--- config.mk ---
export PLATFORM = sky130hd
export DESIGN_NAME = sync_length_frame_receiver_unit
export DESIGN_NICKNAME = d
export VERILOG_FILES = /design/src/hw/rtl/slfr_pkg.sv /design/src/hw/rtl/slfr_ctrl.sv /design/src/hw/rtl/slfr_datapath.sv /design/src/hw/rtl/sync_length_frame_receiver_unit.sv
export SDC_FILE = /design/constraint.sdc
export NUM_CORES = 1
export LEC_CHECK = 0
export ABC_AREA = 0
export BUFFER_PORTS_ARGS = -buffer_cell sky130_fd_sc_hd__buf_2
export CAP_MARGIN = 40
export CORE_UTILIZATION = 60
export DETAILED_ROUTE_END_ITERATION = 7
export HOLD_SLACK_MARGIN = 0.05
export PLACE_DENSITY = 0.77
export SLEW_MARGIN = 30
export SYNTH_ARGS = -nofsm -noshare
export SYNTH_HDL_FRONTEND = slang
export SYNTH_HIERARCHICAL = 1
export SYNTH_SLANG_ARGS = --single-unit
--- constraint.sdc ---
create_clock -name clock -period 4.8 [get_ports clock]
set_input_delay 0.72 -clock clock [delete_from_list [all_inputs] [get_ports clock]]
set_output_delay 0.72 -clock clock [all_outputs]
set_load 0.03 [all_outputs]
--- src/hw/rtl/slfr_pkg.sv ---
package slfr_pkg;

   localparam int MAX_PAYLOAD  = 32;
   localparam int NUM_CHANNELS = 2;

   localparam int CH_W     = 1;                          // fixed by the channel field
   localparam int IDX_W    = $clog2(MAX_PAYLOAD);
   localparam int CNT_W    = $clog2(MAX_PAYLOAD + 1);
   localparam int ADDR_W   = CH_W + IDX_W;
   localparam int DEPTH    = NUM_CHANNELS * MAX_PAYLOAD;
   localparam int BYTE_W   = 8;
   localparam int NUM_SYNC = 4;
   localparam int CSR_IDX_W = 2;
   localparam int OUT_IDX_W = 5;
   localparam int OUT_LEN_W = 6;

   localparam logic [CSR_IDX_W-1:0] CSR_SYNC_FIRST  = 2'd0;
   localparam logic [CSR_IDX_W-1:0] CSR_SYNC_SECOND = 2'd1;
   localparam logic [CSR_IDX_W-1:0] CSR_SYNC_THIRD  = 2'd2;
   localparam logic [CSR_IDX_W-1:0] CSR_SYNC_FOURTH = 2'd3;

   localparam logic REQ_BYTE    = 1'b0;
   localparam logic REQ_RELEASE = 1'b1;

   typedef enum logic [2:0] {
      HUNT_IDLE    = 3'd0,
      HUNT_SYNC1   = 3'd1,
      HUNT_SYNC2   = 3'd2,
      HUNT_SYNC3   = 3'd3,
      HUNT_LEN     = 3'd4,
      HUNT_DATA    = 3'd5,
      HUNT_DISCARD = 3'd6
   } hunt_state_type;

   typedef enum logic [1:0] {
      CTL_IDLE = 2'd0,
      CTL_READ = 2'd1,
      CTL_SHOW = 2'd2
   } ctl_state_type;

   typedef struct packed {
      logic accept;
      logic idx_clr;
      logic idx_inc;
      logic rd_en;
   } cmd_type;

   typedef struct packed {
      logic frame_done;
      logic last;
   } status_type;

endpackage

--- src/hw/rtl/slfr_ctrl.sv ---
module slfr_ctrl
   import slfr_pkg::*;
(
   input  logic       clock,
   input  logic       reset,
   input  logic       req_valid,
   output logic       req_stall,
   output logic       rsp_valid,
   input  logic       rsp_stall,
   input  status_type status,
   output cmd_type    cmd
);

   ctl_state_type state_ff, state_in;

   always_ff @(posedge clock) begin
      if (reset) begin
         state_ff <= CTL_IDLE;
      end else begin
         state_ff <= state_in;
      end
   end

   always_comb begin
      state_in  = state_ff;
      cmd       = '0;
      req_stall = 1'b1;
      rsp_valid = 1'b0;
      case (state_ff)
         CTL_IDLE: begin
            req_stall  = 1'b0;
            cmd.accept = req_valid;
            if (req_valid && status.frame_done) begin
               cmd.idx_clr = 1'b1;
               state_in    = CTL_READ;
            end
         end
         CTL_READ: begin
            cmd.rd_en = 1'b1;
            state_in  = CTL_SHOW;
         end
         CTL_SHOW: begin
            rsp_valid = 1'b1;
            if (!rsp_stall) begin
               if (status.last) begin
                  state_in = CTL_IDLE;
               end else begin
                  cmd.idx_inc = 1'b1;
                  state_in    = CTL_READ;
               end
            end
         end
         default: begin
            state_in = CTL_IDLE;
         end
      endcase
   end

endmodule

--- src/hw/rtl/slfr_datapath.sv ---
module slfr_datapath
   import slfr_pkg::*;
(
   input  logic                 clock,
   input  logic                 reset,
   input  cmd_type              cmd,
   output status_type           status,
   input  logic                 req_type,
   input  logic [CH_W-1:0]      req_channel,
   input  logic [BYTE_W-1:0]    req_rx_byte,
   input  logic                 csr_valid,
   input  logic [CSR_IDX_W-1:0] csr_index,
   input  logic [BYTE_W-1:0]    csr_data,
   output logic [CH_W-1:0]      rsp_out_channel,
   output logic [BYTE_W-1:0]    rsp_out_byte,
   output logic [OUT_IDX_W-1:0] rsp_out_index,
   output logic [OUT_LEN_W-1:0] rsp_out_length,
   output logic                 rsp_out_last
);

   logic [BYTE_W-1:0] sync_ff [NUM_SYNC];

   hunt_state_type    hunt_ff  [NUM_CHANNELS];
   logic [CNT_W-1:0]  cnt_ff   [NUM_CHANNELS];
   logic [CNT_W-1:0]  len_ff   [NUM_CHANNELS];
   logic              drop_ff  [NUM_CHANNELS];
   logic              ready_ff [NUM_CHANNELS];

   hunt_state_type    hunt_in;
   logic [CNT_W-1:0]  cnt_in, len_in, cnt_inc;
   logic              drop_in, ready_in, wr_en, done;

   logic [BYTE_W-1:0] mem [DEPTH];
   logic [BYTE_W-1:0] rd_ff;
   logic [CH_W-1:0]   emit_ch_ff;
   logic [CNT_W-1:0]  emit_len_ff;
   logic [IDX_W-1:0]  idx_ff;
   logic [CNT_W-1:0]  idx_next;

   always_ff @(posedge clock) begin
      if (reset) begin
         sync_ff[0] <= 8'd1;
         sync_ff[1] <= 8'd2;
         sync_ff[2] <= 8'd3;
         sync_ff[3] <= 8'd4;
      end else if (csr_valid) begin
         case (csr_index)
            CSR_SYNC_FIRST:  sync_ff[0] <= csr_data;
            CSR_SYNC_SECOND: sync_ff[1] <= csr_data;
            CSR_SYNC_THIRD:  sync_ff[2] <= csr_data;
            CSR_SYNC_FOURTH: sync_ff[3] <= csr_data;
            default: ;
         endcase
      end
   end

   // next state of the addressed channel
   always_comb begin
      hunt_in  = hunt_ff[req_channel];
      cnt_in   = cnt_ff[req_channel];
      len_in   = len_ff[req_channel];
      drop_in  = drop_ff[req_channel];
      ready_in = ready_ff[req_channel];
      cnt_inc  = cnt_ff[req_channel] + CNT_W'(1);
      wr_en    = 1'b0;
      done     = 1'b0;
      if (req_type == REQ_RELEASE) begin
         ready_in = 1'b0;
      end else if (!ready_ff[req_channel]) begin
         case (hunt_ff[req_channel])
            HUNT_SYNC1, HUNT_SYNC2, HUNT_SYNC3: begin
               if (req_rx_byte == sync_ff[hunt_ff[req_channel][1:0]]) begin
                  hunt_in = hunt_state_type'(hunt_ff[req_channel] + 3'd1);
               end else begin
                  drop_in = 1'b1;
                  hunt_in = HUNT_DISCARD;
               end
            end
            HUNT_LEN: begin
               if (req_rx_byte == '0 || req_rx_byte > BYTE_W'(MAX_PAYLOAD)) begin
                  hunt_in = HUNT_IDLE;
               end else begin
                  len_in  = req_rx_byte[CNT_W-1:0];
                  cnt_in  = '0;
                  hunt_in = HUNT_DATA;
               end
            end
            HUNT_DATA: begin
               wr_en  = !drop_ff[req_channel];
               cnt_in = cnt_inc;
               if (cnt_inc >= len_ff[req_channel]) begin
                  if (drop_ff[req_channel]) begin
                     drop_in = 1'b0;
                  end else begin
                     ready_in = 1'b1;
                     done     = 1'b1;
                  end
                  cnt_in  = '0;
                  hunt_in = HUNT_IDLE;
               end
            end
            HUNT_DISCARD: begin
               drop_in = 1'b0;
               cnt_in  = '0;
               hunt_in = HUNT_IDLE;
            end
            default: begin
               hunt_in = (req_rx_byte == sync_ff[0]) ? HUNT_SYNC1 : HUNT_IDLE;
            end
         endcase
      end
   end

   always_ff @(posedge clock) begin
      if (reset) begin
         for (int i = 0; i < NUM_CHANNELS; i++) begin
            hunt_ff[i]  <= HUNT_IDLE;
            cnt_ff[i]   <= '0;
            len_ff[i]   <= '0;
            drop_ff[i]  <= 1'b0;
            ready_ff[i] <= 1'b0;
         end
      end else if (cmd.accept) begin
         hunt_ff[req_channel]  <= hunt_in;
         cnt_ff[req_channel]   <= cnt_in;
         len_ff[req_channel]   <= len_in;
         drop_ff[req_channel]  <= drop_in;
         ready_ff[req_channel] <= ready_in;
      end
   end

   always_ff @(posedge clock) begin
      if (cmd.accept && wr_en) begin
         mem[{req_channel, cnt_ff[req_channel][IDX_W-1:0]}] <= req_rx_byte;
      end
      if (cmd.rd_en) begin
         rd_ff <= mem[{emit_ch_ff, idx_ff}];
      end
   end

   assign idx_next = {1'b0, idx_ff} + CNT_W'(1);

   always_ff @(posedge clock) begin
      if (cmd.idx_clr) begin
         idx_ff      <= '0;
         emit_ch_ff  <= req_channel;
         emit_len_ff <= len_ff[req_channel];
      end else if (cmd.idx_inc) begin
         idx_ff <= idx_next[IDX_W-1:0];
      end
   end

   assign status.frame_done = done;
   assign status.last       = (idx_next == emit_len_ff);

   assign rsp_out_channel = emit_ch_ff;
   assign rsp_out_byte    = rd_ff;
   assign rsp_out_index   = OUT_IDX_W'(idx_ff);
   assign rsp_out_length  = OUT_LEN_W'(emit_len_ff);
   assign rsp_out_last    = status.last;

endmodule

--- src/hw/rtl/sync_length_frame_receiver_unit.sv ---
// A byte that completes a frame is taken while the controller is idle; its results then
// appear one byte at a time, each through a memory read state and then a show state.
// Throughput: one input item per cycle while idle; while a frame of length N is read out,
// input stalls until its last byte is shown (longer if the result side stalls).
// Reset (synchronous, active high) clears every channel to hunting and the sync bytes
// to 1, 2, 3, 4; the payload memory is not cleared.
module sync_length_frame_receiver_unit
   import slfr_pkg::*;
(
   input  logic                 clock,
   input  logic                 reset,
   input  logic                 req_valid,
   output logic                 req_stall,
   input  logic                 req_type,
   input  logic [CH_W-1:0]      req_channel,
   input  logic [BYTE_W-1:0]    req_rx_byte,
   output logic                 rsp_valid,
   input  logic                 rsp_stall,
   output logic [CH_W-1:0]      rsp_out_channel,
   output logic [BYTE_W-1:0]    rsp_out_byte,
   output logic [OUT_IDX_W-1:0] rsp_out_index,
   output logic [OUT_LEN_W-1:0] rsp_out_length,
   output logic                 rsp_out_last,
   input  logic                 csr_valid,
   output logic                 csr_ready,
   input  logic [CSR_IDX_W-1:0] csr_index,
   input  logic [BYTE_W-1:0]    csr_data
);

   cmd_type    cmd;
   status_type status;

   assign csr_ready = 1'b1;

   slfr_ctrl u_ctrl (
      .clock     (clock),
      .reset     (reset),
      .req_valid (req_valid),
      .req_stall (req_stall),
      .rsp_valid (rsp_valid),
      .rsp_stall (rsp_stall),
      .status    (status),
      .cmd       (cmd)
   );

   slfr_datapath u_datapath (
      .clock           (clock),
      .reset           (reset),
      .cmd             (cmd),
      .status          (status),
      .req_type        (req_type),
      .req_channel     (req_channel),
      .req_rx_byte     (req_rx_byte),
      .csr_valid       (csr_valid & csr_ready),
      .csr_index       (csr_index),
      .csr_data        (csr_data),
      .rsp_out_channel (rsp_out_channel),
      .rsp_out_byte    (rsp_out_byte),
      .rsp_out_index   (rsp_out_index),
      .rsp_out_length  (rsp_out_length),
      .rsp_out_last    (rsp_out_last)
   );

   // no input transfer while a frame is being read out
   a_no_input_during_emit: assert property (@(posedge clock) disable iff (reset)
      rsp_valid |-> req_stall)
      else $error("input accepted during frame readout");

   a_index_in_frame: assert property (@(posedge clock) disable iff (reset)
      rsp_valid |-> ({1'b0, rsp_out_index} < rsp_out_length))
      else $error("payload index beyond frame length");

   a_resume_after_last: assert property (@(posedge clock) disable iff (reset)
      (rsp_valid && !rsp_stall && rsp_out_last) |=> !req_stall)
      else $error("input not resumed after final payload byte");

   a_next_index: assert property (@(posedge clock) disable iff (reset)
      (rsp_valid && !rsp_stall && !rsp_out_last) |=> ##1
         (rsp_valid && rsp_out_index == $past(rsp_out_index, 2) + 5'd1))
      else $error("payload index did not advance by one");

endmodule

==> metrics.yaml, run 1 <==
timing:
  rsz0062_at_grt: "false"
  fin_crit_sh_pct: 76.4
  setup_tns_ns: 0
  clock_skew_ns: 0.0205
  fin_crit_ns: 3.67
  slew_headroom_pct: 42.5
  max_freq_mhz: 273
  tightestPinTransition_ns: 0.862
  hold_viol: 0
  setup_viol: 0
  drv_slew: 0
  whs_ns: 0.350
yosys:
  synth_top_family_by_area: "multiplexers"
  synthSimpleGateAreaFrac_pct: 4.64
  syn_nets: 1234
  synthCells: 1196
  synth.mux.area_fraction_pct: 17.4
  yosys_warnings: 6
  synth_area_um2: 24400
  ys_seq_area_share_pct: 73.6
  synth_flop_cell: "edfxtp_1"
  yosys.area.top_type_share_pct: 73.0
  synth_compound_area_share_pct: 1.35
  synth-edff-count: 593
  syn_area_per_cell_um2: 20.4
  synthArstFlopShare_pct: 0
  synthAdderAreaFrac_pct: 0.667
  synth_area_leader_cell: "edfxtp_1"
  ys_types: 55
  ys_ff_latch: 600
  synth_area_leaders: "edfxtp_1 (73%), mux4_2 (16%), nor2_1 (1.8%), and2_1 (0.72%), ha_1 (0.67%)"
  synth_xor_area_share_pct: 1.04
pwr:
  powerDensity_nw_per_um2: 402
  ir_drop_v: 0.000306
  p_leak_nw: 8.66
floorplan:
  core_um2: 39900
  fp.dieArea_um2: 41400
  die_y_um: 204
  ios: 49
  start_util_pct: 61.1
  die_w_um: 204
  row_count: 73
placement:
  io_buffers: 47
  place_hpwl_um: 32800
  place_inst: 1775
  routabilityCongestion: 0.861
clock_tree:
  clock-sinks: 600
  cts-root-buf: "clkbuf_16"
  post_cts_buffers: 0
  cts_hold_buf: 0
  htree_levels: 2
  path_clk_slew_ns: 0.06
  cts_buffer_depth: 3
  cts_made_buffers: 56
  ctsResizeCount: 0
  cts_tree: "yes"
  clk_latency_ns: 0.61
setup_path:
  cp.required_ns: 5.03
  cp-start-kind: "input pin"
  endpoint_kind: "flop"
  crit_type: "in2reg"
  cp_max_fo: 23
  crit_arrival_ns: 3.90
final_layout:
  fin_nets: 1346
  drive_above_1_share_pct: 28.6
  stdcell_count: 1877
  final_core_util_pct: 68.4
  area_delta_synth_final_pct: 11.9
detailed_routing:
  firstDrtPassIters: 7
  vias_per_cell: 6.43
  drtAntennaViolNets: 0
  wl_per_cell_um: 28.1
  vias: 12100
  routed_wl_um: 52800
  drc: 0
  drtIter0Drc: 1380
grt:
  grt_pass1_vias: 12400
  grt_usage_pct: 26.7
  grt_max_degree: 131
  antenna_found_initial: 6
  grt_pass1_wl_um: 79100
  globalRouteOverflowTotal: 0
flow_run:
  drv_cap: 0
status:
  status: "finished, final reports clean"
min_path:
  holdCritPathClass: "in2reg"
[state kept, by name (all words and copies together) (netlist names)]
signal and flops:
u_datapath/rsp_out_index 5, u_datapath/len_ff 12, u_datapath/drop_ff 2, u_datapath/cnt_ff 12, u_datapath/rsp_out_byte 8, u_ctrl/state_ff 2
u_datapath/rsp_out_length 6, u_datapath/hunt_ff 6, u_datapath/ready_ff 2, u_datapath/sync_ff 32, u_datapath/mem 512, u_datapath/rsp_out_channel 1
[routing by layer]
metal  wire (um)  track usage [%]
met3        5000             6.94
met1       19900             35.7
met2       26100             42.6
met5          25                0
met4        1800             10.6
[power breakdown]
part           total (mW)  switching (mW)  internal, mW
registers            5.84          0.0335          5.80
clock network        4.16            1.81          2.35
logic               0.960           0.513         0.447
[logic make-up (layout without fill, tap and decap cells)]
logic type,count (synthesis),after routing
xor+xnor,29,29
mux,201,201
flops,600,600
simple gates,229,229
other cells,1,4
buf+inv,75,228
compound gates,48,48
fa+ha+maj,13,13
[per-stage QoR]
| stage | instance area, um^2 | power (mW) | setup slack (ns) |
|---|---|---|---|
| after CTS | 27300 | 11.0 | 1.18 |
| final | 27300 | 11.0 | 1.13 |
| after global routing | 27300 | 11.3 | 0.815 |
| after global placement | 25500 | 6.89 | 0.769 |
| after floorplan | 24400 | 6.59 | 0.891 |
| after detailed placement | 25600 | 6.91 | 0.583 |
[final timing paths]
path / start / end / slack [ns] / cells after the start
worst max-delay path: req_channel / u_datapath/mem[25][6]$_DFFE_PP_ / 1.13 / 9
worst min-delay path: req_rx_byte[2] / u_datapath/mem[46][2]$_DFFE_PP_ / 0.35 / 1
worst max register to register: u_datapath/hunt_ff[0][1]$_SDFFCE_PN0P_ / u_datapath/mem[25][6]$_DFFE_PP_ / 1.44 / 8
worst min register to register: u_ctrl/state_ff[0]$_SDFFE_PP0P_ / u_ctrl/state_ff[0]$_SDFFE_PP0P_ / 0.50 / 1
[synth_stat cells, types with 2 or more instances]
cell	count
dfxtp_1	7
a21oi_1	4
buf_1	14
or3_1	8
and3_1	5
nor3_1	7
nand3_1	9
nand2b_1	12
buf_2	11
mux2_2	11
buf_4	4
nor2b_1	4
nand4_1	5
mux4_2	176
o21bai_1	4
nand2_1	14
a22oi_1	3
xnor2_1	12
o31ai_1	4
a21o_1	3
inv_1	18
a2111oi_0	2
nor2_1	116
o311a_1	4
o21ai_0	14
nor3b_1	5
clkbuf_1	27
ha_1	13
xor2_1	17
o22ai_1	2
or2_2	3
nand3b_1	4
mux2i_1	13
and2_1	28
edfxtp_1	593
[critical path, cell delays in order]
cell     delay [ns]
buf_2          0.41
mux2_2         0.52
inv_1          0.14
ha_1           0.25
o21ai_0        0.18
or3_1          0.40
nor2_1         0.18
nand2_1        0.33
nor2_1         0.76
[layout make-up]
cell class	count	area, um^2
diodes	3	7.51
clock buffers	69	1490
clock inverters	30	223
fillers	2440	12600
inverters	18	67.6
multi-input cells	521	6110
flip-flops and latches	600	18000
well taps	525	657
repair buffers	111	764
[placed cells by master, fill, tap and decap left out, drive strengths merged, types with 8 or more instances in the layout]
cell,instances
ha,13
buf,111
nand3,9
clkinv,26
xor2,17
nor2,116
mux2,12
nand2,15
mux2i,13
clkbuf,69
edfxtp,593
o21ai,15
xnor2,12
and2,28
or3,8
nand2b,12
inv,18
mux4,176
Note: power is estimated with default switching activity, not from simulation.
==> run 2: changes to the inputs <==
--- a/config.mk
+++ b/config.mk
@@ -5,7 +5,7 @@
 export SDC_FILE = /design/constraint.sdc
 export NUM_CORES = 1
 export LEC_CHECK = 0
-export ABC_AREA = 0
+export ABC_AREA = 1
 export BUFFER_PORTS_ARGS = -buffer_cell sky130_fd_sc_hd__buf_2
 export CAP_MARGIN = 40
 export CORE_UTILIZATION = 60
==> constraint.sdc (replaced) <==
create_clock -name clock -period 3.7 [get_ports clock]
set_input_delay 0.555 -clock clock [delete_from_list [all_inputs] [get_ports clock]]
set_output_delay 0.555 -clock clock [all_outputs]
set_load 0.03 [all_outputs]
==> metrics.yaml, run 2 <==
setup_path:
  crit_chain: "buf_4 > nand4_1 > nand2_1 > xnor2_1 > nor2_1 > nand3_1 > nor4b_1 > buf_2"
  crit_arrival_ns: 2.77  # -1.13 ns
  cp-start-kind: "flop"
  r2r-start: "u_datapath/cnt_ff[1][1]$_SDFFCE_PN0P_"
  r2r_slack_ns: 0.43  # -1.01 ns
  cp_top_family: "simple AND/OR/NAND/NOR gates"
  crit_type: "reg2out"
  reg2regPathDepth: 17  # +9
  cp_max_fo: 42  # +83%
  cp.required_ns: 3.14  # -1.89 ns
  endpoint_kind: "primary output"
  cp_slowest_cell: "nor4b_1"
  reg2reg_to: "u_datapath/rsp_out_index[0]$_SDFFE_PP0P_"
  slowest_delay_ns: 0.47  # -0.29 ns
  cp_num_buf_inv: 2  # unchanged
placement:
  place_hpwl_um: 38700  # +18%
  routabilityCongestion: 0.930  # +8.0%
  io_buffers: 47  # unchanged
  place_inst: 2683  # +51%
  dp_slack_ns: 0.0673  # -0.515 ns
grt:
  antenna_found_initial: 3  # -3
  grt_usage_pct: 30.5  # +3.8 points
  grt_pass1_wl_um: 96900  # +22%
  grt_max_degree: 118  # -9.9%
  globalRouteOverflowTotal: 0  # unchanged
  grt_pass1_vias: 16800  # +36%
floorplan:
  start_util_pct: 61.3  # +0.22 points
  core_um2: 41100  # +3.0%
  ios: 49  # unchanged
  die_y_um: 207  # +1.7%
  die_w_um: 207  # +1.7%
  row_count: 74  # +1.4%
  fp.dieArea_um2: 42800  # +3.3%
yosys:
  syn_nets: 2150  # +74%
  synth_area_leaders: "edfxtp_1 (71%), nor2_1 (7.0%), o21ai_0 (6.7%), o22ai_1 (3.3%), nand2_1 (1.9%)"
  synthArstFlopShare_pct: 0  # unchanged
  ys_seq_area_share_pct: 71.2  # -2.4 points
  ys_ff_latch: 600  # unchanged
  yosys.cell_count.top_type: "edfxtp_1"
  syn_area_per_cell_um2: 11.9  # -41%
  synth_area_um2: 25200  # +3.4%
  ys_types: 52  # -5.5%
  synth_flop_cell: "edfxtp_1"
  yosys_warnings: 6  # unchanged
  synth_area_leader_cell: "edfxtp_1"
  synth-edff-count: 593  # unchanged
  synthCells: 2112  # +77%
  yosys.area.top_type_share_pct: 70.7  # -2.4 points
  synth_commonest_cells: "edfxtp_1 (593), nor2_1 (470), o21ai_0 (336)"
timing:
  hold_viol: 0  # unchanged
  setup_viol: 0  # unchanged
  fin_ws_ns: 0.377  # -0.754 ns
  rsz0062_at_grt: "false"
  max_freq_mhz: 301
  fin_crit_sh_pct: 89.8
  drv_slew: 0  # unchanged
  setup_tns_ns: 0  # unchanged
  slew_headroom_pct: 43.5  # +0.93 points
  tightestPinTransition_ns: 0.848  # -0.0140 ns
  fin_crit_ns: 3.32
  clock_skew_ns: 0.0149  # -0.00552 ns
detailed_routing:
  drc: 0  # unchanged
  routed_wl_um: 64200  # +21%
  drtAntennaViolNets: 0  # unchanged
  wl_per_cell_um: 23.0  # -18%
  vias_per_cell: 6.29  # -2.2%
  vias: 17600  # +45%
  firstDrtPassIters: 6  # -1
  drtIter0Drc: 2659  # +93%
final_layout:
  final_core_util_pct: 69.2  # +0.81 points
  largest_register_ffs: 512  # unchanged
  fin_nets: 2248  # +67%
  area_delta_synth_final_pct: 12.8
  final_common_cell: "edfxtp_1"
  mostFrequentLayoutCells: "edfxtp_1 (593), nor2_1 (470), o21ai_0 (336), o22ai_1 (132), nand2_1 (129)"
  drive_above_1_share_pct: 13.2  # -15 points
  stdcell_count: 2792  # +49%
clock_tree:
  cts_hold_buf: 0  # unchanged
  cts-root-buf: "clkbuf_16"
  cts_tree: "yes"
  cts_buffer_depth: 3  # unchanged
  htree_levels: 2  # unchanged
  clock-sinks: 600  # unchanged
  path_clk_slew_ns: 0.06  # about the same
  clk_latency_ns: 0.63  # +0.02 ns
  ctsResizeCount: 0  # unchanged
  post_cts_buffers: 0  # unchanged
  cts_made_buffers: 56  # unchanged
min_path:
  worstHoldStart: "reset"
  holdCritPathClass: "in2reg"
  holdPathEnd: "u_ctrl/state_ff[1]$_SDFFE_PP0P_"
  min_path_cells: 2  # +1
flow_run:
  drv_cap: 0  # unchanged
pwr:
  p_leak_nw: 9.84  # +14%
  ir_drop_v: 0.000781  # +150%
  powerDensity_nw_per_um2: 674  # +68%
status:
  status: "finished, final reports clean"
## run 2: power breakdown
group,total [mW],switching (mW),internal (mW)
sequential,7.71,0.119,7.59
combinational,5.63,4.00,1.63
clock,5.83,2.47,3.36
## run 2: worst max-delay path by stage
stage                                              from                                       end  slack (ns)  cells after the start
5_1_grt           u_datapath/cnt_ff[1][1]$_SDFFCE_PN0P_  u_datapath/rsp_out_index[0]$_SDFFE_PP0P_        0.14                     17
3_3_place_gp                                req_channel  u_datapath/rsp_out_index[4]$_SDFFE_PP0P_        0.21                     19
3_5_place_dp                                req_channel  u_datapath/rsp_out_index[0]$_SDFFE_PP0P_        0.07                     19
4_1_cts        u_datapath/rsp_out_index[3]$_SDFFE_PP0P_                              rsp_out_last        0.38                      8
6_report       u_datapath/rsp_out_index[3]$_SDFFE_PP0P_                              rsp_out_last        0.38                      8
2_1_floorplan                               req_channel  u_datapath/rsp_out_index[4]$_SDFFE_PP0P_        0.28                     17
## run 2: kinds of logic after synthesis
kind of cell    count (synthesis)  synth area share (%)
other cells                     1                0.0149
buf+inv                       214                  3.54
compound gates                541                  12.1
fa+ha+maj                      13                 0.645
flops                         600                  71.2
mux                             1                0.0397
simple gates                  727                  11.9
xor+xnor                       15                 0.551
## run 2: metal layers
layer  GRT usage, %  vias to the layer above  part of all wire [%]
li1               -                     7859                     -
met2           47.9                     1081                    47
met3           4.74                      175                    10
met4           13.3                        0                   3.8
met1           42.7                     8448                    39
met5              0                        -                     0
## run 2: cell type report
type,count,area [um^2]
sequential,600,18000
fill,2834,12700
multi-input combinational,1298,6360
clock buffer,75,1580
timing repair buffer,166,1210
tap,532,666
inverter,88,337
clock inverter,31,310
antenna,2,5.00
## run 2: worst register-to-register path: cells and delay by family (launching register included)
| kind | cells | cell delay, ns |
|---|---|---|
| simple gates | 8 | 1.15 |
| compound gates | 4 | 0.79 |
| buf+inv | 3 | 0.36 |
| flops | 1 | 0.36 |
| fa+ha+maj | 1 | 0.30 |
| xor+xnor | 1 | 0.18 |
## run 2: metrics by stage
step / total power, mW / hold slack [ns] / area [um^2]
5_1_grt: 19.9 / 0.215 / 28400
4_1_cts: 19.1 / 0.194 / 28400
3_3_place_gp: 13.2 / 0.520 / 26500
3_5_place_dp: 13.3 / 0.542 / 26500
6_report: 19.2 / 0.210 / 28400
2_1_floorplan: 11.5 / 0.497 / 25200
